===== config.mk =====
export PLATFORM = sky130hd
export DESIGN_NAME = rclbs_scale
export DESIGN_NICKNAME = d
export VERILOG_FILES = /design/src/rtl/rclbs_pkg.sv /design/src/rtl/rclbs_scale.sv
export SDC_FILE = /design/constraint.sdc
export NUM_CORES = 2
export LEC_CHECK = 0
export ABC_AREA = 1
export BUFFER_PORTS_ARGS = -buffer_cell sky130_fd_sc_hd__buf_2
export CAP_MARGIN = 20
export CORE_ASPECT_RATIO = 2
export CORE_MARGIN = 2
export CORE_UTILIZATION = 25
export DETAILED_ROUTE_END_ITERATION = 10
export MAX_ROUTING_LAYER = met4
export PLACE_DENSITY = 0.48
export SYNTH_ARGS = -nofsm -noshare
export SYNTH_HDL_FRONTEND = slang
export SYNTH_SLANG_ARGS = --single-unit

===== constraint.sdc =====
create_clock -name clk -period 1.35 [get_ports clk]
set_input_delay 0.135 -clock clk [delete_from_list [all_inputs] [get_ports clk]]
set_output_delay 0.135 -clock clk [all_outputs]
set_load 0.1 [all_outputs]

===== src/rtl/rclbs_pkg.sv =====
package rclbs_pkg;

	// stick scaling
	localparam int CHANNEL_FULL_SCALE = 10000;
	localparam int MAG_W = $clog2(CHANNEL_FULL_SCALE + 1);
	localparam int NUM_W = $clog2(CHANNEL_FULL_SCALE * 255 + 1);
	localparam int QUO_W = 8;
	localparam int CH_W = 16;

	// reciprocal of full scale, rounded up; the shift keeps the quotient exact
	// for every numerator up to 255 times full scale
	localparam int     RECIP_SHIFT = NUM_W + MAG_W;
	localparam longint RECIP_MUL = ((longint'(1) << RECIP_SHIFT)
		+ longint'(CHANNEL_FULL_SCALE) - longint'(1)) / longint'(CHANNEL_FULL_SCALE);
	localparam int     RECIP_W = $clog2(RECIP_MUL + 1);
	localparam int     PROD_W = NUM_W + RECIP_W;

	localparam int NUM_LANES = 4;
	localparam int LANE_THR = 0;
	localparam int LANE_RUD = 1;
	localparam int LANE_ELE = 2;
	localparam int LANE_AIL = 3;

	// bind sequencing
	localparam int BIND_REPEATS = 60;
	localparam int CNT_W = 6;

	// step queue, depth is a power of two so the pointers wrap
	localparam int QUEUE_DEPTH = 4;
	localparam int QPTR_W = $clog2(QUEUE_DEPTH);
	localparam int QCNT_W = $clog2(QUEUE_DEPTH + 1);

	// payload
	localparam int PKT_BYTES = 8;
	localparam int PIDX_W = $clog2(PKT_BYTES);
	localparam int IDX_W = PIDX_W + 1;

	localparam logic [2:0] VAR_BASE = 3'd0;
	localparam logic [2:0] VAR_SWAP_RUD = 3'd2;
	localparam logic [2:0] VAR_ZERO_BIND = 3'd3;
	localparam logic [2:0] VAR_X4 = 3'd4;

	localparam logic [7:0] BIND_ADDR_X4 = 8'h60;
	localparam logic [7:0] BIND_ADDR_ZERO = 8'h64;
	localparam logic [7:0] BIND_ADDR_STD = 8'h65;
	localparam logic [7:0] BIND_MAGIC0 = 8'h56;
	localparam logic [7:0] BIND_MAGIC1 = 8'hAA;
	localparam logic [7:0] BIND_OPT = 8'h32;
	localparam logic [7:0] FLAG_FLIP = 8'h0F;
	localparam logic [7:0] FLAG_LIGHT = 8'h10;
	localparam logic [7:0] BYTE_MAX = 8'hFF;
	localparam logic [8:0] SCALE_OFFSET = 9'h100;

	// register word index (paddr[2])
	localparam logic REG_VARIANT = 1'b0;
	localparam logic REG_DATA_ADDR = 1'b1;

	typedef enum logic [1:0] {
		KIND_BYTE,
		KIND_BIND_ADDR,
		KIND_DATA_ADDR,
		KIND_END
	} kind_t;

	typedef enum logic [1:0] {
		PH_INIT,
		PH_BIND,
		PH_CHECK,
		PH_DATA
	} phase_t;

	typedef enum logic [1:0] {
		SW_NONE,
		SW_BIND,
		SW_DATA
	} sw_t;

	typedef enum logic [1:0] {
		PAY_NONE,
		PAY_DATA,
		PAY_BIND
	} pay_t;

	typedef enum logic [1:0] {
		BK_IDLE,
		BK_SWITCH,
		BK_PAYLOAD,
		BK_END
	} back_state_t;

	typedef struct packed {
		sw_t        sw;
		logic [7:0] sw_byte;
		pay_t       pay;
		logic       long_wait;
	} step_ctl_t;

	typedef struct packed {
		logic             neg;
		logic [NUM_W-1:0] num;
	} lane_t;

	typedef struct packed {
		step_ctl_t                 ctl;
		logic                      flip;
		logic                      light;
		lane_t [NUM_LANES-1:0]     lane;
	} front_out_t;

	typedef struct packed {
		sw_t                       sw;
		logic [7:0]                sw_byte;
		logic                      has_pay;
		logic                      with_sum;
		logic [PKT_BYTES-1:0][7:0] pkt;
		logic                      long_wait;
	} step_desc_t;

	// ((+-quo) + 256) >> 1
	function automatic logic [7:0] scale_byte(input logic neg, input logic [QUO_W-1:0] quo);
		logic [8:0] q9;
		if (neg) begin
			q9 = SCALE_OFFSET - {1'b0, quo};
		end else begin
			q9 = SCALE_OFFSET + {1'b0, quo};
		end
		return q9[8:1];
	endfunction

endpackage


===== src/rtl/rclbs_scale.sv =====
module rclbs_scale import rclbs_pkg::*; (
	input  logic        clk,
	input  logic        arst_n,
	input  logic        valid_s1,
	input  front_out_t  in_s1,
	input  logic [2:0]  variant,
	input  logic [31:0] data_address,
	output logic        push,
	output step_desc_t  desc
);

	localparam logic [RECIP_W-1:0] RECIP = RECIP_W'(RECIP_MUL);

	logic             v_s2;
	step_ctl_t        ctl_s2;
	logic             flip_s2;
	logic             light_s2;
	logic             neg_s2 [NUM_LANES];
	logic [QUO_W-1:0] quo_s2 [NUM_LANES];
	logic [QUO_W-1:0] quo_d  [NUM_LANES];

	// divide by full scale as a reciprocal multiply, all four sticks side by side
	always_comb begin
		logic [PROD_W-1:0] prod;
		for (int l = 0; l < NUM_LANES; l++) begin
			prod     = PROD_W'(in_s1.lane[l].num) * PROD_W'(RECIP);
			quo_d[l] = prod[RECIP_SHIFT +: QUO_W];
		end
	end

	always_ff @(posedge clk or negedge arst_n) begin
		if (!arst_n) begin
			v_s2 <= 1'b0;
		end else begin
			v_s2 <= valid_s1;
		end
	end

	always_ff @(posedge clk) begin
		ctl_s2   <= in_s1.ctl;
		flip_s2  <= in_s1.flip;
		light_s2 <= in_s1.light;
		for (int l = 0; l < NUM_LANES; l++) begin
			neg_s2[l] <= in_s1.lane[l].neg;
			quo_s2[l] <= quo_d[l];
		end
	end

	// packet assembly
	always_comb begin
		logic [7:0] sc [NUM_LANES];
		logic [7:0] rud, rtrim, ele, etrim, ail, atrim, flags;
		step_ctl_t  ctl;
		ctl = ctl_s2;
		for (int l = 0; l < NUM_LANES; l++) begin
			sc[l] = scale_byte(neg_s2[l], quo_s2[l]);
		end
		if (variant == VAR_SWAP_RUD) begin
			rud   = sc[LANE_RUD];
			rtrim = (BYTE_MAX - rud) >> 1;
		end else begin
			rud   = BYTE_MAX - sc[LANE_RUD];
			rtrim = rud >> 1;
		end
		ele   = sc[LANE_ELE];
		etrim = ele >> 1;
		ail   = BYTE_MAX - sc[LANE_AIL];
		atrim = ail >> 1;
		flags = (flip_s2 ? FLAG_FLIP : 8'h00) | (light_s2 ? FLAG_LIGHT : 8'h00);

		desc.sw        = ctl.sw;
		desc.sw_byte   = ctl.sw_byte;
		desc.has_pay   = ctl.pay != PAY_NONE;
		desc.with_sum  = variant != VAR_BASE;
		desc.long_wait = ctl.long_wait;
		if (ctl.pay == PAY_BIND) begin
			desc.pkt[0] = data_address[7:0];
			desc.pkt[1] = data_address[15:8];
			desc.pkt[2] = data_address[23:16];
			desc.pkt[3] = data_address[31:24];
			desc.pkt[4] = BIND_MAGIC0;
			desc.pkt[5] = BIND_MAGIC1;
			desc.pkt[6] = (variant == VAR_ZERO_BIND) ? 8'h00 : BIND_OPT;
			desc.pkt[7] = 8'h00;
		end else begin
			desc.pkt[0] = sc[LANE_THR];
			desc.pkt[1] = rud;
			desc.pkt[3] = ele;
			desc.pkt[4] = ail;
			desc.pkt[7] = flags;
			if (variant == VAR_BASE) begin
				desc.pkt[6] = rtrim;
				desc.pkt[2] = etrim;
				desc.pkt[5] = atrim;
			end else begin
				desc.pkt[2] = rtrim;
				desc.pkt[5] = etrim;
				desc.pkt[6] = atrim;
			end
		end
	end

	assign push = v_s2;

endmodule


==> summary.txt <==
Global routing
  – Largest net degree at the start of global routing: 18
  – Vias in the first global route: 37.39k
  – First-pass GRT wire length: 212.9 mm
  – Initial antenna violation count: 2
  – GR Util All Layers: 19.64%
  – Grt ovf: 0

Timing
  – Setup violations, final: 92
  – Final worst slack: -3.417 ns
  – Hold Violations, Final: 0
  – Tmin final: 4.767 ns
  – Max-slew violations: 0
  – Fmax: 0.2098 GHz
  – Hold_ws: 0.09722 ns
  – RSZ-0062 raised after global routing: yes
  – Final period utilization: 353.1%
  – Setup TNS: -142.32 ns

Worst setup path
  – Critical Path AT: 5.01 ns
  – Highest fanout seen on the critical path: 5
  – Startpoint types: input port
  – Crit Path Class: input port to flop
  – Critical path endpoint category: flop
  – CP required: 1.59 ns

Yosys
  – Register area share after synthesis: 2.839%
  – Post-synthesis instance total: 4442
  – Flops & latches, synth: 52
  – Cell Area, Synth: 36850 sq um
  – Ys flop type: dfxtp_1
  – Library cells used by synthesis: 41
  – Fraction of registers with async set/reset: 1.923%
  – EDFF count, synth: 0
  – Yosys warns: 0
  – Mean Syn Cell Area: 8.296 sq um

Detailed routing
  – Vias post-DR: 32.43k
  – Drt total wl: 141.8 mm
  – Residual DRC count: 0
  – Initial DRC count: 787
  – Via density: 4.316
  – Avg WL per Cell: 18.87 um
  – DRT Pass-1 Iters: 5
  – Detail Route Antenna Nets: 0

Placed design
  – GP Congestion: 0.9655
  – Placed inst area: 49890 sq um
  – Port-buffer cells: 218
  – Hpwl dp: 130.8 mm

Die
  – Row cnt: 199
  – Die Y: 547.0 um
  – Starting Density: 25.13%
  – Io pins: 223
  – Die Wd: 275.5 um
  – Full die area: 150700 sq um
  – Core Region: 146700 sq um

Clock tree
  – CTS root buf: clkbuf_16
  – TritonCTS clock tree: yes
  – CTS H-tree depth: 2
  – Total CTS buffers: 5
  – CTS Sinks: 52
  – CTS Buffer Depth: 2
  – Clk slew on worst S/H paths: 0.08 ns

Run status
  – Outcome: finished with violations
  – Failing checks: negative setup slack

Cells and area
  – Ratio of cells with drive above 1 in the final layout: 38.05%
  – Area Growth Syn to Fin: 49.99%
  – Area of the multi-input gates: 36410 sq um
  – Utilization after layout: 37.69%
  – Storage cell area: 1091 sq um
  – Final nets: 7207
  – Design area: 55270 sq um
  – Fillers: 14.90k

Hold path
  – Class of the worst hold path: input port to async pin

Flow run
  – Max-Cap Viols: 0
## layout make-up
cell class | count | area share, %
antenna | 2 | 0.009055
clock buffer | 6 | 0.2513
clock inverter | 2 | 0.03169
inverter | 1305 | 9.024
multi-input combinational | 3054 | 65.87
sequential | 52 | 1.974
tap | 1909 | 4.322
timing repair buffer | 1184 | 18.52
## Yosys cell counts (7+ instances only)
| cell | instances | area (sq um) |
|---|---|---|
| clkbuf_1 | 8 | 30.03 |
| a21boi_0 | 7 | 52.55 |
| buf_2 | 8 | 40.04 |
| dfxtp_1 | 51 | 1021 |
| fa_1 | 696 | 13930 |
| or2_2 | 12 | 75.07 |
| a21oi_1 | 174 | 870.8 |
| o21bai_1 | 22 | 165.2 |
| inv_1 | 1304 | 4895 |
| xnor2_1 | 17 | 148.9 |
| o21ai_0 | 130 | 650.6 |
| a21o_1 | 20 | 150.1 |
| nor3_1 | 39 | 195.2 |
| xor2_1 | 31 | 271.5 |
| nand2_1 | 684 | 2567 |
| buf_4 | 18 | 135.1 |
| nand4_1 | 28 | 175.2 |
| ha_1 | 764 | 9559 |
| nand3_1 | 108 | 540.5 |
| nor2_1 | 280 | 1051 |
## per-stage QoR
stage,setup WS (ns),std cells
6_report,-3.417,7514
2_1_floorplan,-3.225,4445
5_1_grt,-3.515,7514
3_3_place_gp,-4.157,7399
4_1_cts,-3.445,7470
3_5_place_dp,-4.106,7399
## state kept, by name (all words and copies together), names as in the netlist
register,count
quo_s2,32
ctl_s2,2
push,1
flip_s2,1
neg_s2,4
desc,11
light_s2,1
## layout by cell type, fill, tap and decap left out, drive strengths merged, types with 2 or more instances in the layout
cell type       n
inv          1306
buf          1157
ha            764
fa            696
nand2         685
nor2          284
a21oi         174
o21ai         134
nand3         108
dfxtp          51
nor3           45
xor2           31
nand4          29
o21bai         22
dlygate4sd3    21
a21o           20
xnor2          17
clkbuf         12
or2            12
a21boi          7
a31oi           5
conb            4
o21a            3
o211ai          3
nor4            3
diode           2
a211oi          2
## critical path, stage by stage
cell and delay [ns]:
buf_12 0.11, ha_4 0.24, xor2_2 0.15, ha_1 0.31, inv_2 0.04, fa_1 0.56
inv_2 0.06, fa_2 0.59, fa_2 0.45, fa_1 0.53, inv_2 0.05, fa_2 0.57
inv_2 0.05, ha_4 0.25, a21oi_4 0.18, o21ai_2 0.10, a21oi_2 0.12, nor2_1 0.06
nor2_1 0.17, buf_4 0.15, nand2_2 0.04, nand2_1 0.05, nand2_1 0.05
## what timing repair did
item | CTS | global route
pin swaps | 328 | 320
hold buffers | 21 | 0
cloned | 0 | 3
endpoints found under the setup margin | 93 | 93
setup buffers | 51 | 51
resized for setup | 594 | 460
endpoints found under the hold margin | 21 | 0
## cells by family after synthesis
kind of cell	Yosys count	share of synthesized area, %
adders and majority gates	1460	63.75
buffers and inverters	1339	13.85
and+or+nand+nor	1169	12.92
AOI/OAI and AO/OA	373	5.490
DFF	52	2.839
xor gates and xnor gates	48	1.141
other	1	0.01018
## how the worst max path moves through the flow
stage	start	end
floorplan	in_s1[74]	quo_s2[3][2]
global placement	in_s1[8]	quo_s2[0][1]
detailed placement	in_s1[8]	quo_s2[0][1]
CTS	in_s1[72]	quo_s2[3][3]
global route	in_s1[72]	quo_s2[3][3]
finish	in_s1[24]	quo_s2[1][0]
## routing by layer
layer / routed length (um) / part of all wire [%] / global-route usage, %
met4: 11600 / 8.2 / 12.93
met1: 43110 / 30 / 16.26
met5: 0 / 0 / -
met3: 2862 / 2.0 / 1.110
met2: 84200 / 59 / 40.27
Power is not shown: default switching activity piles up to over one toggle a cycle in this logic, so the estimate is an artifact.
