<file path="config.mk">
export PLATFORM = sky130hd
export DESIGN_NAME = rclbs_back
export DESIGN_NICKNAME = d
export VERILOG_FILES = /design/src/rtl/rclbs_pkg.sv /design/src/rtl/rclbs_back.sv
export SDC_FILE = /design/constraint.sdc
export NUM_CORES = 1
export LEC_CHECK = 0
export BUFFER_PORTS_ARGS = -buffer_cell sky130_fd_sc_hd__buf_2
export CORE_AREA = 2 2 93 95
export CTS_BUF_LIST = sky130_fd_sc_hd__clkbuf_4 sky130_fd_sc_hd__clkbuf_8
export DETAILED_ROUTE_END_ITERATION = 10
export DIE_AREA = 0 0 95 97
export PLACE_DENSITY = 0.76
export SKIP_LAST_GASP = 1
export SYNTH_ARGS = -nofsm -noshare
export SYNTH_HDL_FRONTEND = slang
export SYNTH_SLANG_ARGS = --single-unit
</file>
<file path="constraint.sdc">
create_clock -name clk -period 4.5 [get_ports clk]
set_input_delay 0.45 -clock clk [delete_from_list [all_inputs] [get_ports clk]]
set_output_delay 0.45 -clock clk [all_outputs]
set_load 0.01 [all_outputs]
</file>
<file path="src/rtl/rclbs_pkg.sv">
package rclbs_pkg;

	// stick scaling
	localparam int CHANNEL_FULL_SCALE = 10000;
	localparam int MAG_W = $clog2(CHANNEL_FULL_SCALE + 1);
	localparam int NUM_W = $clog2(CHANNEL_FULL_SCALE * 255 + 1);
	localparam int QUO_W = 8;
	localparam int CH_W = 16;

	// reciprocal of full scale, rounded up; the shift keeps the quotient exact
	// for every numerator up to 255 times full scale
	localparam int     RECIP_SHIFT = NUM_W + MAG_W;
	localparam longint RECIP_MUL = ((longint'(1) << RECIP_SHIFT)
		+ longint'(CHANNEL_FULL_SCALE) - longint'(1)) / longint'(CHANNEL_FULL_SCALE);
	localparam int     RECIP_W = $clog2(RECIP_MUL + 1);
	localparam int     PROD_W = NUM_W + RECIP_W;

	localparam int NUM_LANES = 4;
	localparam int LANE_THR = 0;
	localparam int LANE_RUD = 1;
	localparam int LANE_ELE = 2;
	localparam int LANE_AIL = 3;

	// bind sequencing
	localparam int BIND_REPEATS = 60;
	localparam int CNT_W = 6;

	// step queue, depth is a power of two so the pointers wrap
	localparam int QUEUE_DEPTH = 4;
	localparam int QPTR_W = $clog2(QUEUE_DEPTH);
	localparam int QCNT_W = $clog2(QUEUE_DEPTH + 1);

	// payload
	localparam int PKT_BYTES = 8;
	localparam int PIDX_W = $clog2(PKT_BYTES);
	localparam int IDX_W = PIDX_W + 1;

	localparam logic [2:0] VAR_BASE = 3'd0;
	localparam logic [2:0] VAR_SWAP_RUD = 3'd2;
	localparam logic [2:0] VAR_ZERO_BIND = 3'd3;
	localparam logic [2:0] VAR_X4 = 3'd4;

	localparam logic [7:0] BIND_ADDR_X4 = 8'h60;
	localparam logic [7:0] BIND_ADDR_ZERO = 8'h64;
	localparam logic [7:0] BIND_ADDR_STD = 8'h65;
	localparam logic [7:0] BIND_MAGIC0 = 8'h56;
	localparam logic [7:0] BIND_MAGIC1 = 8'hAA;
	localparam logic [7:0] BIND_OPT = 8'h32;
	localparam logic [7:0] FLAG_FLIP = 8'h0F;
	localparam logic [7:0] FLAG_LIGHT = 8'h10;
	localparam logic [7:0] BYTE_MAX = 8'hFF;
	localparam logic [8:0] SCALE_OFFSET = 9'h100;

	// register word index (paddr[2])
	localparam logic REG_VARIANT = 1'b0;
	localparam logic REG_DATA_ADDR = 1'b1;

	typedef enum logic [1:0] {
		KIND_BYTE,
		KIND_BIND_ADDR,
		KIND_DATA_ADDR,
		KIND_END
	} kind_t;

	typedef enum logic [1:0] {
		PH_INIT,
		PH_BIND,
		PH_CHECK,
		PH_DATA
	} phase_t;

	typedef enum logic [1:0] {
		SW_NONE,
		SW_BIND,
		SW_DATA
	} sw_t;

	typedef enum logic [1:0] {
		PAY_NONE,
		PAY_DATA,
		PAY_BIND
	} pay_t;

	typedef enum logic [1:0] {
		BK_IDLE,
		BK_SWITCH,
		BK_PAYLOAD,
		BK_END
	} back_state_t;

	typedef struct packed {
		sw_t        sw;
		logic [7:0] sw_byte;
		pay_t       pay;
		logic       long_wait;
	} step_ctl_t;

	typedef struct packed {
		logic             neg;
		logic [NUM_W-1:0] num;
	} lane_t;

	typedef struct packed {
		step_ctl_t                 ctl;
		logic                      flip;
		logic                      light;
		lane_t [NUM_LANES-1:0]     lane;
	} front_out_t;

	typedef struct packed {
		sw_t                       sw;
		logic [7:0]                sw_byte;
		logic                      has_pay;
		logic                      with_sum;
		logic [PKT_BYTES-1:0][7:0] pkt;
		logic                      long_wait;
	} step_desc_t;

	// ((+-quo) + 256) >> 1
	function automatic logic [7:0] scale_byte(input logic neg, input logic [QUO_W-1:0] quo);
		logic [8:0] q9;
		if (neg) begin
			q9 = SCALE_OFFSET - {1'b0, quo};
		end else begin
			q9 = SCALE_OFFSET + {1'b0, quo};
		end
		return q9[8:1];
	endfunction

endpackage

</file>
<file path="src/rtl/rclbs_back.sv">
module rclbs_back import rclbs_pkg::*; (
	input  logic       clk,
	input  logic       arst_n,
	input  logic       q_valid,
	input  step_desc_t q_desc,
	output logic       pop,
	output logic       out_valid,
	input  logic       out_ready,
	output kind_t      out_kind,
	output logic [7:0] out_byte,
	output logic       out_long_wait,
	output logic       out_last
);

	back_state_t      state_q, state_d;
	step_desc_t       cur_q;
	logic [IDX_W-1:0] idx_q;
	logic [7:0]       sum_q;
	logic [IDX_W-1:0] last_idx;
	logic [7:0]       cur_byte;
	logic             adv;
	logic             load;
	logic             byte_step;
	kind_t            kind_d;
	logic [7:0]       byte_d;
	logic             lw_d, last_d;
	logic             out_valid_q;

	assign adv      = ~out_valid_q | out_ready;
	assign last_idx = cur_q.with_sum ? IDX_W'(PKT_BYTES) : IDX_W'(PKT_BYTES - 1);
	assign cur_byte = (idx_q == IDX_W'(PKT_BYTES)) ? ~sum_q : cur_q.pkt[idx_q[PIDX_W-1:0]];

	// next state
	always_comb begin
		state_d = state_q;
		unique case (state_q)
			BK_IDLE: begin
				if (q_valid) begin
					priority if (q_desc.sw != SW_NONE) begin
						state_d = BK_SWITCH;
					end else if (q_desc.has_pay) begin
						state_d = BK_PAYLOAD;
					end else begin
						state_d = BK_END;
					end
				end
			end
			BK_SWITCH: begin
				if (adv) begin
					state_d = cur_q.has_pay ? BK_PAYLOAD : BK_END;
				end
			end
			BK_PAYLOAD: begin
				if (adv && idx_q == last_idx) begin
					state_d = BK_END;
				end
			end
			BK_END: begin
				if (adv) begin
					state_d = BK_IDLE;
				end
			end
		endcase
	end

	// outputs
	always_comb begin
		pop       = 1'b0;
		load      = 1'b0;
		byte_step = 1'b0;
		kind_d    = KIND_BYTE;
		byte_d    = '0;
		lw_d      = 1'b0;
		last_d    = 1'b0;
		unique case (state_q)
			BK_IDLE: begin
				pop = q_valid;
			end
			BK_SWITCH: begin
				load   = adv;
				kind_d = (cur_q.sw == SW_BIND) ? KIND_BIND_ADDR : KIND_DATA_ADDR;
				byte_d = cur_q.sw_byte;
			end
			BK_PAYLOAD: begin
				load      = adv;
				byte_step = adv;
				byte_d    = cur_byte;
			end
			BK_END: begin
				load   = adv;
				kind_d = KIND_END;
				lw_d   = cur_q.long_wait;
				last_d = 1'b1;
			end
		endcase
	end

	always_ff @(posedge clk or negedge arst_n) begin
		if (!arst_n) begin
			state_q     <= BK_IDLE;
			out_valid_q <= 1'b0;
		end else begin
			state_q <= state_d;
			if (load) begin
				out_valid_q <= 1'b1;
			end else if (out_ready) begin
				out_valid_q <= 1'b0;
			end
		end
	end

	always_ff @(posedge clk) begin
		if (pop) begin
			cur_q <= q_desc;
			idx_q <= '0;
			sum_q <= '0;
		end else if (byte_step) begin
			idx_q <= idx_q + IDX_W'(1);
			sum_q <= sum_q + cur_byte;
		end
		if (load) begin
			out_kind      <= kind_d;
			out_byte      <= byte_d;
			out_long_wait <= lw_d;
			out_last      <= last_d;
		end
	end

	assign out_valid = out_valid_q;

`ifndef ASSERT_OFF
	a_last_is_end: assert property (@(posedge clk) disable iff (!arst_n)
		out_valid_q && out_last |-> out_kind == KIND_END)
		else $error("last flag on a result other than step end");

	a_idx_range: assert property (@(posedge clk) disable iff (!arst_n)
		state_q == BK_PAYLOAD |-> idx_q <= last_idx)
		else $error("payload index ran past the packet");
`endif

endmodule

</file>
==> results_dict.tcl <==
set metrics [dict create \
    outcome "complete, no violations" \
    chipHeight_um 97 \
    root_buffer "clkbuf_8" \
    rsz0062_at_grt "false" \
    grt_pass1_vias 2657 \
    dr.pass1.iters 4 \
    drv_cap 0 \
    relSlewSlack_pct 33.7 \
    power_frac_clock_pct 18.2 \
    p_per_area_mw_per_mm2 619 \
    final-setup-viol-count 0 \
    synth_top_area_share_pct 59.5 \
    start_kind "flip-flop" \
    postRouteAntennaNets 0 \
    yosys.cell_types.count 51 \
    final_cells 490 \
    wire_per_inst_um 15.9 \
    combinationalPowerShare_pct 36.0 \
    drcViolationCount 0 \
    worstHoldStart "q_desc[54]" \
    die_width_um 95 \
    synth_edf_count 89 \
    clock_sinks 104 \
    fmax_mhz 254 \
    die_area_sq_mm 0.00922 \
    worst_clock_skew_ns 0.0149 \
    critPathMaxFanout 20 \
    r2r_cells 13 \
    swShare_pct 33.9 \
    area_growth_pct 16.9 \
    grt_usage_pct 18.0 \
    cts-resized-gates 0 \
    mostFrequentLayoutCells "buf_2, edfxtp_1, nand2_1" \
    clock_latency_ns 0.37 \
    n_antenna_cell 0 \
    drv_slew 0 \
    r2r-end "sum_q[4]$_SDFFE_PP0P_" \
    final_common_cell "buf_2" \
    cts_inserted_buffers 9 \
    syn_nets 381 \
    synth-seq-area-share_pct 66.6 \
    setup_tns_ns 0 \
    ff2ff_setup_slack_ns 0.57 \
    dpl.hpwl_um 5460 \
    worstPathRequired_ns 4.77 \
    worstSetupPathType "reg -> reg" \
    overflow 0 \
    tightest_slew_ns 0.993 \
    grt_pass1_wl_um 12600 \
    grt_start_max_net_pins 44 \
    fill_cells 569 \
    ys_ff_latch 104 \
    placed_area_sq_mm 0.00504 \
    start_util_pct 55.2 \
    place_congestion 0.893 \
    hold_viol 0 \
    fin_area_sq_mm 0.00525 \
    synthArstFlopShare_pct 2.88 \
    layout-drive-gt1-share_pct 32.2 \
    min_period_over_period_pct 87.4 \
    num_rows 33 \
    place_inst 474 \
    seqPwrFrac_pct 45.9 \
    drt_iter0_drc 123 \
    holdWs_ns 0.244 \
    irDropWorstVdd_mv 0.291 \
    h-tree-depth 3 \
    hold_depth 1 \
    synthCells 285 \
    worstHoldPathType "in -> reg" \
    wl_um 7800 \
    cts.path.max_buffers 2 \
    post_synth.cell_area_avg_sq_um 15.8 \
    worstSetupEndpointType "flip-flop" \
    ys.flop_type "edfxtp_1" \
    synth_area_leader_cell "edfxtp_1" \
    hold_path_end "cur_q[54]$_DFFE_PP_" \
    r2r_start "idx_q[0]$_SDFFE_PP0P_" \
    period_minus_slack_ns 3.93 \
    tritoncts "done" \
    ys_warn_count 0 \
    cp.arrival_ns 4.20 \
    dr_total_vias 2651 \
    p_leak_nw 2.04 \
    syn-cell-area_sq_mm 0.00449 \
    viasPerCell 5.41 \
    antenna_found_initial 0 \
    internal-power_mw 2.15 \
    core-area_sq_mm 0.00813 \
    fin_nets 477 \
    synth.area.top_cells "edfxtp_1, mux4_1, dfxtp_1" \
    place.port_buffers 94 \
    power.switching_mw 1.10 \
    io_pins 95 \
    cts.clk_slew.worst_paths_ns 0.10 \
]
[Yosys cell counts (all sizes together), types with 4 or more instances]
cell type  number
clkbuf          5
dfxtp          12
mux4           16
ha             14
o21ai          11
nor4            4
mux2            7
nand2          20
edfxtp         89
and2            6
a21oi          15
a22o            6
nor3            4
buf             7
nor2           11
inv            13
[registers in the layout, summed over array words and instances (netlist names)]
register       flops
out_last           1
state_q            2
out_kind           2
out_valid          1
cur_q             77
idx_q              4
out_long_wait      1
sum_q              8
out_byte           8
[power groups by stage]
stage | registers, mW | logic [mW] | clock network [mW]
after CTS | 1.50 | 1.18 | 0.611
after floorplan | 1.47 | 0.930 | 0
after global routing | 1.52 | 1.31 | 0.644
final | 1.49 | 1.17 | 0.590
after global placement | 1.51 | 1.14 | 0
after detailed placement | 1.52 | 1.17 | 0
[layer usage]
layer,part of all wire (%),track usage (%)
met1,44,23.9
met2,48,28.1
met3,5.5,4.44
met4,2.2,8.14
met5,0,0
[metrics by stage]
stage               setup WS (ns)  utilization, %  power [mW]
global placement            0.791            61.9        2.64
global route               0.0546            64.5        3.48
CTS                         0.546            64.5        3.28
floorplan                   0.788               -        2.40
detailed placement          0.534            61.9        2.69
finish                      0.569            64.5        3.25
[kinds of logic after synthesis]
| kind of cell | Yosys count | synth area share (%) |
|---|---|---|
| muxes | 26 | 11.5 |
| buffers and inverters | 25 | 2.65 |
| and+or+nand+nor | 63 | 7.16 |
| xor gates and xnor gates | 3 | 0.585 |
| adders and majority gates | 15 | 4.35 |
| DFF | 104 | 66.6 |
| AOI/OAI and AO/OA | 49 | 7.16 |
[worst max-delay path by stage]
stage | startpoint | to | slack [ns]
6_report | idx_q[0]$_SDFFE_PP0P_ | sum_q[4]$_SDFFE_PP0P_ | 0.57
2_1_floorplan | state_q[0]$_DFFE_PN0P_ | cur_q[0]$_DFFE_PP_ | 0.79
4_1_cts | idx_q[0]$_SDFFE_PP0P_ | sum_q[4]$_SDFFE_PP0P_ | 0.55
3_3_place_gp | idx_q[0]$_SDFFE_PP0P_ | sum_q[4]$_SDFFE_PP0P_ | 0.79
5_1_grt | idx_q[0]$_SDFFE_PP0P_ | sum_q[4]$_SDFFE_PP0P_ | 0.05
3_5_place_dp | idx_q[0]$_SDFFE_PP0P_ | sum_q[7]$_SDFFE_PP0P_ | 0.53
[layout make-up]
| class | count | area (sq um) | area share (%) |
|---|---|---|---|
| Clock inverter | 6 | 78.8 | 1.50 |
| Clock buffer | 9 | 124 | 2.36 |
| Inverter | 13 | 50.0 | 0.953 |
| Timing Repair Buffer | 97 | 495 | 9.44 |
| Tap cell | 105 | 131 | 2.50 |
| Sequential cell | 104 | 2990 | 56.9 |
| Multi-Input combinational cell | 156 | 1380 | 26.3 |
[repair_timing]
action,CTS,global route
buffers inserted,0,0
hold buffers,1,0
endpoints found under the hold margin,3,0
setup endpoints to repair,0,0
[critical path, stage by stage (launching register included)]
cell and delay [ns]:
dfxtp_1 0.99, inv_1 0.22, ha_1 0.26, nand3b_1 0.54, nand2_1 0.10, o21ai_0 0.15, ha_1 0.24, inv_1 0.06
fa_1 0.38, nor2b_1 0.15, o21ai_0 0.11, a21boi_0 0.33, o31ai_1 0.13, and2_1 0.17
(Power assumes the default switching activity.)
