File: src/rtl/rclbs_pkg.sv
package rclbs_pkg;

	// stick scaling
	localparam int CHANNEL_FULL_SCALE = 10000;
	localparam int MAG_W = $clog2(CHANNEL_FULL_SCALE + 1);
	localparam int NUM_W = $clog2(CHANNEL_FULL_SCALE * 255 + 1);
	localparam int QUO_W = 8;
	localparam int CH_W = 16;

	// reciprocal of full scale, rounded up; the shift keeps the quotient exact
	// for every numerator up to 255 times full scale
	localparam int     RECIP_SHIFT = NUM_W + MAG_W;
	localparam longint RECIP_MUL = ((longint'(1) << RECIP_SHIFT)
		+ longint'(CHANNEL_FULL_SCALE) - longint'(1)) / longint'(CHANNEL_FULL_SCALE);
	localparam int     RECIP_W = $clog2(RECIP_MUL + 1);
	localparam int     PROD_W = NUM_W + RECIP_W;

	localparam int NUM_LANES = 4;
	localparam int LANE_THR = 0;
	localparam int LANE_RUD = 1;
	localparam int LANE_ELE = 2;
	localparam int LANE_AIL = 3;

	// bind sequencing
	localparam int BIND_REPEATS = 60;
	localparam int CNT_W = 6;

	// step queue, depth is a power of two so the pointers wrap
	localparam int QUEUE_DEPTH = 4;
	localparam int QPTR_W = $clog2(QUEUE_DEPTH);
	localparam int QCNT_W = $clog2(QUEUE_DEPTH + 1);

	// payload
	localparam int PKT_BYTES = 8;
	localparam int PIDX_W = $clog2(PKT_BYTES);
	localparam int IDX_W = PIDX_W + 1;

	localparam logic [2:0] VAR_BASE = 3'd0;
	localparam logic [2:0] VAR_SWAP_RUD = 3'd2;
	localparam logic [2:0] VAR_ZERO_BIND = 3'd3;
	localparam logic [2:0] VAR_X4 = 3'd4;

	localparam logic [7:0] BIND_ADDR_X4 = 8'h60;
	localparam logic [7:0] BIND_ADDR_ZERO = 8'h64;
	localparam logic [7:0] BIND_ADDR_STD = 8'h65;
	localparam logic [7:0] BIND_MAGIC0 = 8'h56;
	localparam logic [7:0] BIND_MAGIC1 = 8'hAA;
	localparam logic [7:0] BIND_OPT = 8'h32;
	localparam logic [7:0] FLAG_FLIP = 8'h0F;
	localparam logic [7:0] FLAG_LIGHT = 8'h10;
	localparam logic [7:0] BYTE_MAX = 8'hFF;
	localparam logic [8:0] SCALE_OFFSET = 9'h100;

	// register word index (paddr[2])
	localparam logic REG_VARIANT = 1'b0;
	localparam logic REG_DATA_ADDR = 1'b1;

	typedef enum logic [1:0] {
		KIND_BYTE,
		KIND_BIND_ADDR,
		KIND_DATA_ADDR,
		KIND_END
	} kind_t;

	typedef enum logic [1:0] {
		PH_INIT,
		PH_BIND,
		PH_CHECK,
		PH_DATA
	} phase_t;

	typedef enum logic [1:0] {
		SW_NONE,
		SW_BIND,
		SW_DATA
	} sw_t;

	typedef enum logic [1:0] {
		PAY_NONE,
		PAY_DATA,
		PAY_BIND
	} pay_t;

	typedef enum logic [1:0] {
		BK_IDLE,
		BK_SWITCH,
		BK_PAYLOAD,
		BK_END
	} back_state_t;

	typedef struct packed {
		sw_t        sw;
		logic [7:0] sw_byte;
		pay_t       pay;
		logic       long_wait;
	} step_ctl_t;

	typedef struct packed {
		logic             neg;
		logic [NUM_W-1:0] num;
	} lane_t;

	typedef struct packed {
		step_ctl_t                 ctl;
		logic                      flip;
		logic                      light;
		lane_t [NUM_LANES-1:0]     lane;
	} front_out_t;

	typedef struct packed {
		sw_t                       sw;
		logic [7:0]                sw_byte;
		logic                      has_pay;
		logic                      with_sum;
		logic [PKT_BYTES-1:0][7:0] pkt;
		logic                      long_wait;
	} step_desc_t;

	// ((+-quo) + 256) >> 1
	function automatic logic [7:0] scale_byte(input logic neg, input logic [QUO_W-1:0] quo);
		logic [8:0] q9;
		if (neg) begin
			q9 = SCALE_OFFSET - {1'b0, quo};
		end else begin
			q9 = SCALE_OFFSET + {1'b0, quo};
		end
		return q9[8:1];
	endfunction

endpackage

File: src/rtl/rclbs_front.sv
module rclbs_front import rclbs_pkg::*; (
	input  logic                          clk,
	input  logic                          arst_n,
	input  logic                          in_valid,
	output logic                          in_ready,
	input  logic                          sent_flag,
	input  logic                          retry_flag,
	input  logic [NUM_LANES-1:0][CH_W-1:0] ch,
	input  logic                          flip_on,
	input  logic                          light_on,
	input  logic [2:0]                    variant,
	input  logic                          pop,
	output logic                          valid_s1,
	output front_out_t                    out_s1
);

	localparam logic signed [CH_W-1:0] FS_POS = CH_W'(CHANNEL_FULL_SCALE);
	localparam logic signed [CH_W-1:0] FS_NEG = -FS_POS;

	phase_t            phase_q, phase_d;
	logic [CNT_W-1:0]  bind_cnt_q, bind_cnt_d;
	logic [QCNT_W-1:0] reserved_q;
	logic              accept;
	logic              acked, timeout, pending;
	logic [7:0]        bind_byte;
	step_ctl_t         ctl_d;
	lane_t [NUM_LANES-1:0] lane_d;

	assign in_ready = reserved_q < QCNT_W'(QUEUE_DEPTH);
	assign accept   = in_valid & in_ready;

	assign acked   = sent_flag & ~retry_flag;
	assign timeout = retry_flag & ~sent_flag;
	assign pending = ~acked & ~timeout;

	always_comb begin
		priority if (variant == VAR_X4) begin
			bind_byte = BIND_ADDR_X4;
		end else if (variant == VAR_ZERO_BIND) begin
			bind_byte = BIND_ADDR_ZERO;
		end else begin
			bind_byte = BIND_ADDR_STD;
		end
	end

	// phase machine: next state
	always_comb begin
		phase_d    = phase_q;
		bind_cnt_d = bind_cnt_q;
		unique case (phase_q)
			PH_INIT: begin
				phase_d = PH_CHECK;
			end
			PH_BIND: begin
				if (!pending) begin
					if (bind_cnt_q == '0) begin
						phase_d = PH_CHECK;
					end else begin
						bind_cnt_d = bind_cnt_q - CNT_W'(1);
					end
				end
			end
			PH_CHECK: begin
				if (acked) begin
					phase_d = PH_DATA;
				end else if (timeout) begin
					phase_d    = PH_BIND;
					bind_cnt_d = CNT_W'(BIND_REPEATS);
				end
			end
			PH_DATA: begin
			end
		endcase
	end

	// phase machine: step actions
	always_comb begin
		ctl_d.sw        = SW_NONE;
		ctl_d.sw_byte   = '0;
		ctl_d.pay       = PAY_NONE;
		ctl_d.long_wait = 1'b1;
		unique case (phase_q)
			PH_INIT: begin
				ctl_d.pay = PAY_DATA;
			end
			PH_BIND: begin
				if (pending) begin
					ctl_d.long_wait = 1'b0;
				end else if (bind_cnt_q == '0) begin
					ctl_d.sw  = SW_DATA;
					ctl_d.pay = PAY_DATA;
				end else begin
					ctl_d.pay = PAY_BIND;
				end
			end
			PH_CHECK: begin
				if (pending) begin
					ctl_d.long_wait = 1'b0;
				end else if (timeout) begin
					ctl_d.sw      = SW_BIND;
					ctl_d.sw_byte = bind_byte;
					ctl_d.pay     = PAY_BIND;
				end
			end
			PH_DATA: begin
				if (pending) begin
					ctl_d.long_wait = 1'b0;
				end else begin
					ctl_d.pay = PAY_DATA;
				end
			end
		endcase
	end

	// clamp, magnitude and times 255 per stick
	always_comb begin
		logic signed [CH_W-1:0] c;
		logic [CH_W-1:0]        mag16;
		logic [MAG_W-1:0]       mag;
		for (int i = 0; i < NUM_LANES; i++) begin
			c = $signed(ch[i]);
			if (c > FS_POS) begin
				c = FS_POS;
			end else if (c < FS_NEG) begin
				c = FS_NEG;
			end
			mag16 = c[CH_W-1] ? CH_W'(-c) : CH_W'(c);
			mag   = mag16[MAG_W-1:0];
			lane_d[i].neg = c[CH_W-1];
			lane_d[i].num = (NUM_W'(mag) << 8) - NUM_W'(mag);
		end
	end

	always_ff @(posedge clk or negedge arst_n) begin
		if (!arst_n) begin
			phase_q    <= PH_INIT;
			bind_cnt_q <= '0;
			reserved_q <= '0;
			valid_s1   <= 1'b0;
		end else begin
			valid_s1 <= accept;
			if (accept) begin
				phase_q    <= phase_d;
				bind_cnt_q <= bind_cnt_d;
			end
			unique case ({accept, pop})
				2'b10:   reserved_q <= reserved_q + QCNT_W'(1);
				2'b01:   reserved_q <= reserved_q - QCNT_W'(1);
				default: reserved_q <= reserved_q;
			endcase
		end
	end

	always_ff @(posedge clk) begin
		if (accept) begin
			out_s1.ctl   <= ctl_d;
			out_s1.flip  <= flip_on;
			out_s1.light <= light_on;
			out_s1.lane  <= lane_d;
		end
	end

`ifndef ASSERT_OFF
	a_credit_bound: assert property (@(posedge clk) disable iff (!arst_n)
		reserved_q <= QCNT_W'(QUEUE_DEPTH))
		else $error("step credits exceed queue depth");

	a_bind_count: assert property (@(posedge clk) disable iff (!arst_n)
		accept && phase_q == PH_BIND && !pending && bind_cnt_q != '0
		|=> bind_cnt_q == $past(bind_cnt_q) - CNT_W'(1))
		else $error("bind count did not step down");

	a_init_exit: assert property (@(posedge clk) disable iff (!arst_n)
		accept && phase_q == PH_INIT |=> phase_q == PH_CHECK)
		else $error("init phase did not move to bind check");
`endif

endmodule

File: config.mk
export PLATFORM = sky130hd
export DESIGN_NAME = rclbs_front
export DESIGN_NICKNAME = d
export VERILOG_FILES = /design/src/rtl/rclbs_pkg.sv /design/src/rtl/rclbs_front.sv
export SDC_FILE = /design/constraint.sdc
export NUM_CORES = 1
export LEC_CHECK = 0
export BUFFER_PORTS_ARGS = -buffer_cell sky130_fd_sc_hd__clkbuf_2
export CORE_MARGIN = 1.5
export CORE_UTILIZATION = 60
export DETAILED_ROUTE_END_ITERATION = 10
export GPL_TIMING_DRIVEN = 0
export PLACE_DENSITY = 0.83
export SYNTH_ARGS = -nofsm -noshare
export SYNTH_HDL_FRONTEND = slang
export SYNTH_SLANG_ARGS = --single-unit
File: constraint.sdc
create_clock -name clk -period 6.7 [get_ports clk]
set_clock_uncertainty 0.15 [all_clocks]
set_input_delay 0.67 -clock clk [delete_from_list [all_inputs] [get_ports clk]]
set_output_delay 0.67 -clock clk [all_outputs]
set_load 0.02 [all_outputs]
==> impl_results.rst <==
.. list-table::
   :header-rows: 1

   * - Metric
     - Value
   * - Setup crit end kind
     - register
   * - Prevailing post-synth register cell
     - edfxtp_1
   * - Setup_tns
     - 0 ps
   * - I/O pins
     - approximately 180
   * - Worst min-delay path category
     - input pin to register
   * - Power per Cell Area
     - approximately 270 nW/um^2
   * - Residual DRC
     - 0
   * - Average wire length per cell after detail routing
     - 17.08 um
   * - Overall die area
     - 15,550 sq um
   * - Die outline width
     - 124.7 um
   * - Endpoints failing setup
     - 0
   * - Count of vias placed by the detailed router
     - 8,637
   * - Unrepaired setup endpoints after global routing
     - false
   * - Post-Synthesis Cell Area
     - just under 9000 sq um
   * - Slack of the worst reg-to-reg path
     - 4080 ps
   * - Outcome
     - completed
   * - Die boundary height
     - 124.7 um
   * - Required time of the critical path
     - 6690 ps
   * - Synth Instances
     - 992
   * - Level count of the clock H-tree
     - 4
   * - Avg Synthesized Cell Area
     - 8.958 sq um
   * - Number of warnings issued by yosys
     - 0
   * - Tmin final
     - 6370 ps
   * - Number of buffers inserted during clock tree synthesis
     - 17
   * - Slowest cell on the critical path
     - a31oi_1
   * - Number of synthesized flops with an enable pin
     - a little over 100
   * - First-pass DRT Iterations
     - 6
   * - Unique cell type count in the Yosys netlist
     - 83
   * - Peak fanout along the critical path
     - 10
   * - Kind of start point of the critical path
     - input pin
   * - Final cycle utilization of the critical path
     - 0.9507
   * - Area share of the largest cell type after synthesis
     - 0.3447
   * - RR Endpoint
     - bind_cnt_q[5]$_DFFE_PN0P_
   * - Internal Dissipation
     - 1838 uW
   * - Switching Power
     - 1058 uW
   * - Site row count
     - 44
   * - Comb pwr share
     - 0.364
   * - Count of state elements after synthesis
     - 114
   * - Overflow left after global routing
     - 0
   * - Slew margin rel.
     - 0.1142
   * - Final estimated routing congestion in global placement
     - 0.9423
   * - Reg power frac
     - 0.355
   * - Highest-count cells in the layout ignoring fill and taps
     - 172 x clkbuf_2, 103 x nor2_1, 102 x edfxtp_1
   * - Layout cells sized above 1
     - 0.2015
   * - Starting density of the core
     - 0.6137
   * - Final Max Slew Viols
     - 0
   * - Hold Fails Final Rpt
     - 0
   * - Startpoint of the most critical hold path
     - flip_on
   * - Master cell of the clock root buffer
     - clkbuf_16
   * - CTS tree
     - yes
   * - Post-placement cell area
     - 10,020 sq um
   * - Reg clk slew, reported paths
     - around 50 ps
   * - Most frequent standard cell in the layout excluding fill and tap cells
     - clkbuf_2
   * - Crit path setup slack, layout
     - 330.4 ps
   * - WHS Endpoint
     - out_s1[93]$_DFFE_PP_
   * - Number of nets in the layout
     - 1,302
   * - Cell count along the critical path
     - 25
   * - Number of I/O port buffers
     - 172
   * - R2R depth
     - 8
   * - Clock power share
     - 0.281
   * - Sinks on Clock Net
     - 114
   * - Number of buffers between clock root and the deepest sink
     - 2
   * - Maximum operating frequency
     - approximately 160 MHz
   * - Critical path's largest stage delay
     - about 460 ps
   * - Global-route wire length before repair
     - 37.94 mm
   * - DRC marker count from the first detailed-route iteration
     - 1,029
   * - Post-placement setup slack
     - -323.8 ps
   * - Switching part of the total
     - 0.3655
   * - Post-synth top area cell
     - edfxtp_1
   * - Fraction of the yosys area taken by sequential cells
     - 0.3785
   * - Worst skew pair latency
     - 410 ps
   * - Dominant cells by area after synthesis
     - edfxtp_1 34%, xnor2_1 5.6%, ha_1 5.4%, nor2_1 4.4%, dfrtp_1 3.4%
   * - Growth of design area from synthesis to finish
     - 18.97%
   * - Filler Cell Count
     - 1,131
   * - Total GRT Usage
     - 0.3001
   * - Static Leakage
     - roughly 0.0043 uW
   * - Core ar.
     - 14,480 sq um
   * - DP HPWL
     - 17.77 mm
   * - Max-capacitance violation count
     - 0
   * - Util after Layout
     - 0.7301
   * - Worst endpoint data arrival time
     - 6360 ps
   * - Worst reg2reg startpoint
     - phase_q[1]$_DFFE_PN0P_
   * - IR drop worst, VDD
     - 0.0001836 V
   * - Vias in the first global route
     - 7,647
   * - Antenna violations before repair
     - 0
   * - Detail-routed via count per cell
     - 6.236
   * - Wirelength, routed
     - 23.65 mm
   * - Measured slew at the worst slew-check pin
     - 1320 ps
   * - Post-DRT Antenna Nets
     - 0
   * - WS Path Type
     - input pin to register
   * - Number of buffer and inverter stages on the critical path
     - 5
   * - Largest net degree at the start of global routing
     - around 80
   * - WHS Path Cells
     - 1
   * - Cell area after layout
     - 10,570 sq um
   * - Async set-reset flop share out of synthesis
     - 0.1053
   * - Antenna fix cells
     - 0
   * - Cell family with the largest share of critical-path delay
     - compound AO/OA/AOI/OAI gates
-- layout make-up --
type                    instances  area (sq um)  area share
multi-input cells             779          5125      0.4848
flip-flops and latches        114          3363      0.3181
repair buffers                174         898.4     0.08498
clock buffers                  24         483.0     0.04569
inverters                      61         231.5     0.02190
well taps                     184         230.2     0.02178
plain buffers                  41         185.2     0.01752
clock inverters                 8         55.05    0.005208
-- routing by layer --
metal	global-route usage	part of all wire	wire [um]
met2	0.4851	0.47	11210
met5	0	0	0
met4	0.1041	0.028	669
met3	0.04854	0.079	1870
met1	0.4108	0.42	9901
-- how the worst max path moves through the flow --
stage,start,to
2_1_floorplan,ch[22],out_s1[39]$_DFFE_PP_
3_3_place_gp,ch[22],out_s1[39]$_DFFE_PP_
6_report,ch[24],out_s1[39]$_DFFE_PP_
5_1_grt,ch[24],out_s1[39]$_DFFE_PP_
3_5_place_dp,ch[22],out_s1[39]$_DFFE_PP_
4_1_cts,ch[22],out_s1[39]$_DFFE_PP_
-- power by group through the flow --
stage / combinational (uW) / clock [uW] / sequential [uW]
after detailed placement: 1030 / 0 / 1040
after CTS: 1040 / 819 / 1030
after global placement: 1000 / 0 / 1050
after global routing: 1140 / 853 / 1040
after floorplan: 552 / 0 / 1210
final: 1050 / 814 / 1030
-- synth_stat cells (all sizes together) (13+ instances only) --
| cell type | count |
|---|---|
| ha | 38 |
| o21ai | 51 |
| a21oi | 55 |
| inv | 60 |
| nor3 | 36 |
| clkbuf | 28 |
| nor4 | 20 |
| nand4 | 18 |
| nand2 | 77 |
| edfxtp | 102 |
| nand3 | 23 |
| a31oi | 15 |
| or3 | 15 |
| nor2b | 22 |
| xnor2 | 57 |
| buf | 13 |
| nor2 | 103 |
| o31ai | 15 |
| xor2 | 26 |
-- sequential cells by signal, indices dropped and copies added (netlist names) --
| name | cells |
|---|---|
| reserved_q | 3 |
| valid_s1 | 1 |
| out_s1 | 102 |
| bind_cnt_q | 6 |
| phase_q | 2 |
-- logic make-up after synthesis --
| group | synth area share |
|---|---|
| simple gates | 0.2275 |
| compound gates | 0.2014 |
| flops | 0.3785 |
| buf+inv | 0.04661 |
| xor+xnor | 0.08181 |
| fa+ha+maj | 0.05576 |
| mux | 0.008026 |
| other cells | 0.0004220 |
-- timing repair --
item                                    4_1_cts  5_1_grt
gates resized for setup                       0        2
hold endpoints to repair                     12        0
buffers inserted                              0        0
hold buffers                                  1        0
endpoints found under the setup margin        0        8
-- stage by stage --
step	std cells	hold slack [ps]	power, uW
floorplan	995	224.4	1762
global placement	1351	313.4	2054
detailed placement	1352	317.9	2076
CTS	1385	306.8	2890
global route	1385	298.8	3032
finish	1385	319.2	2896
(Power assumes the default switching activity.)
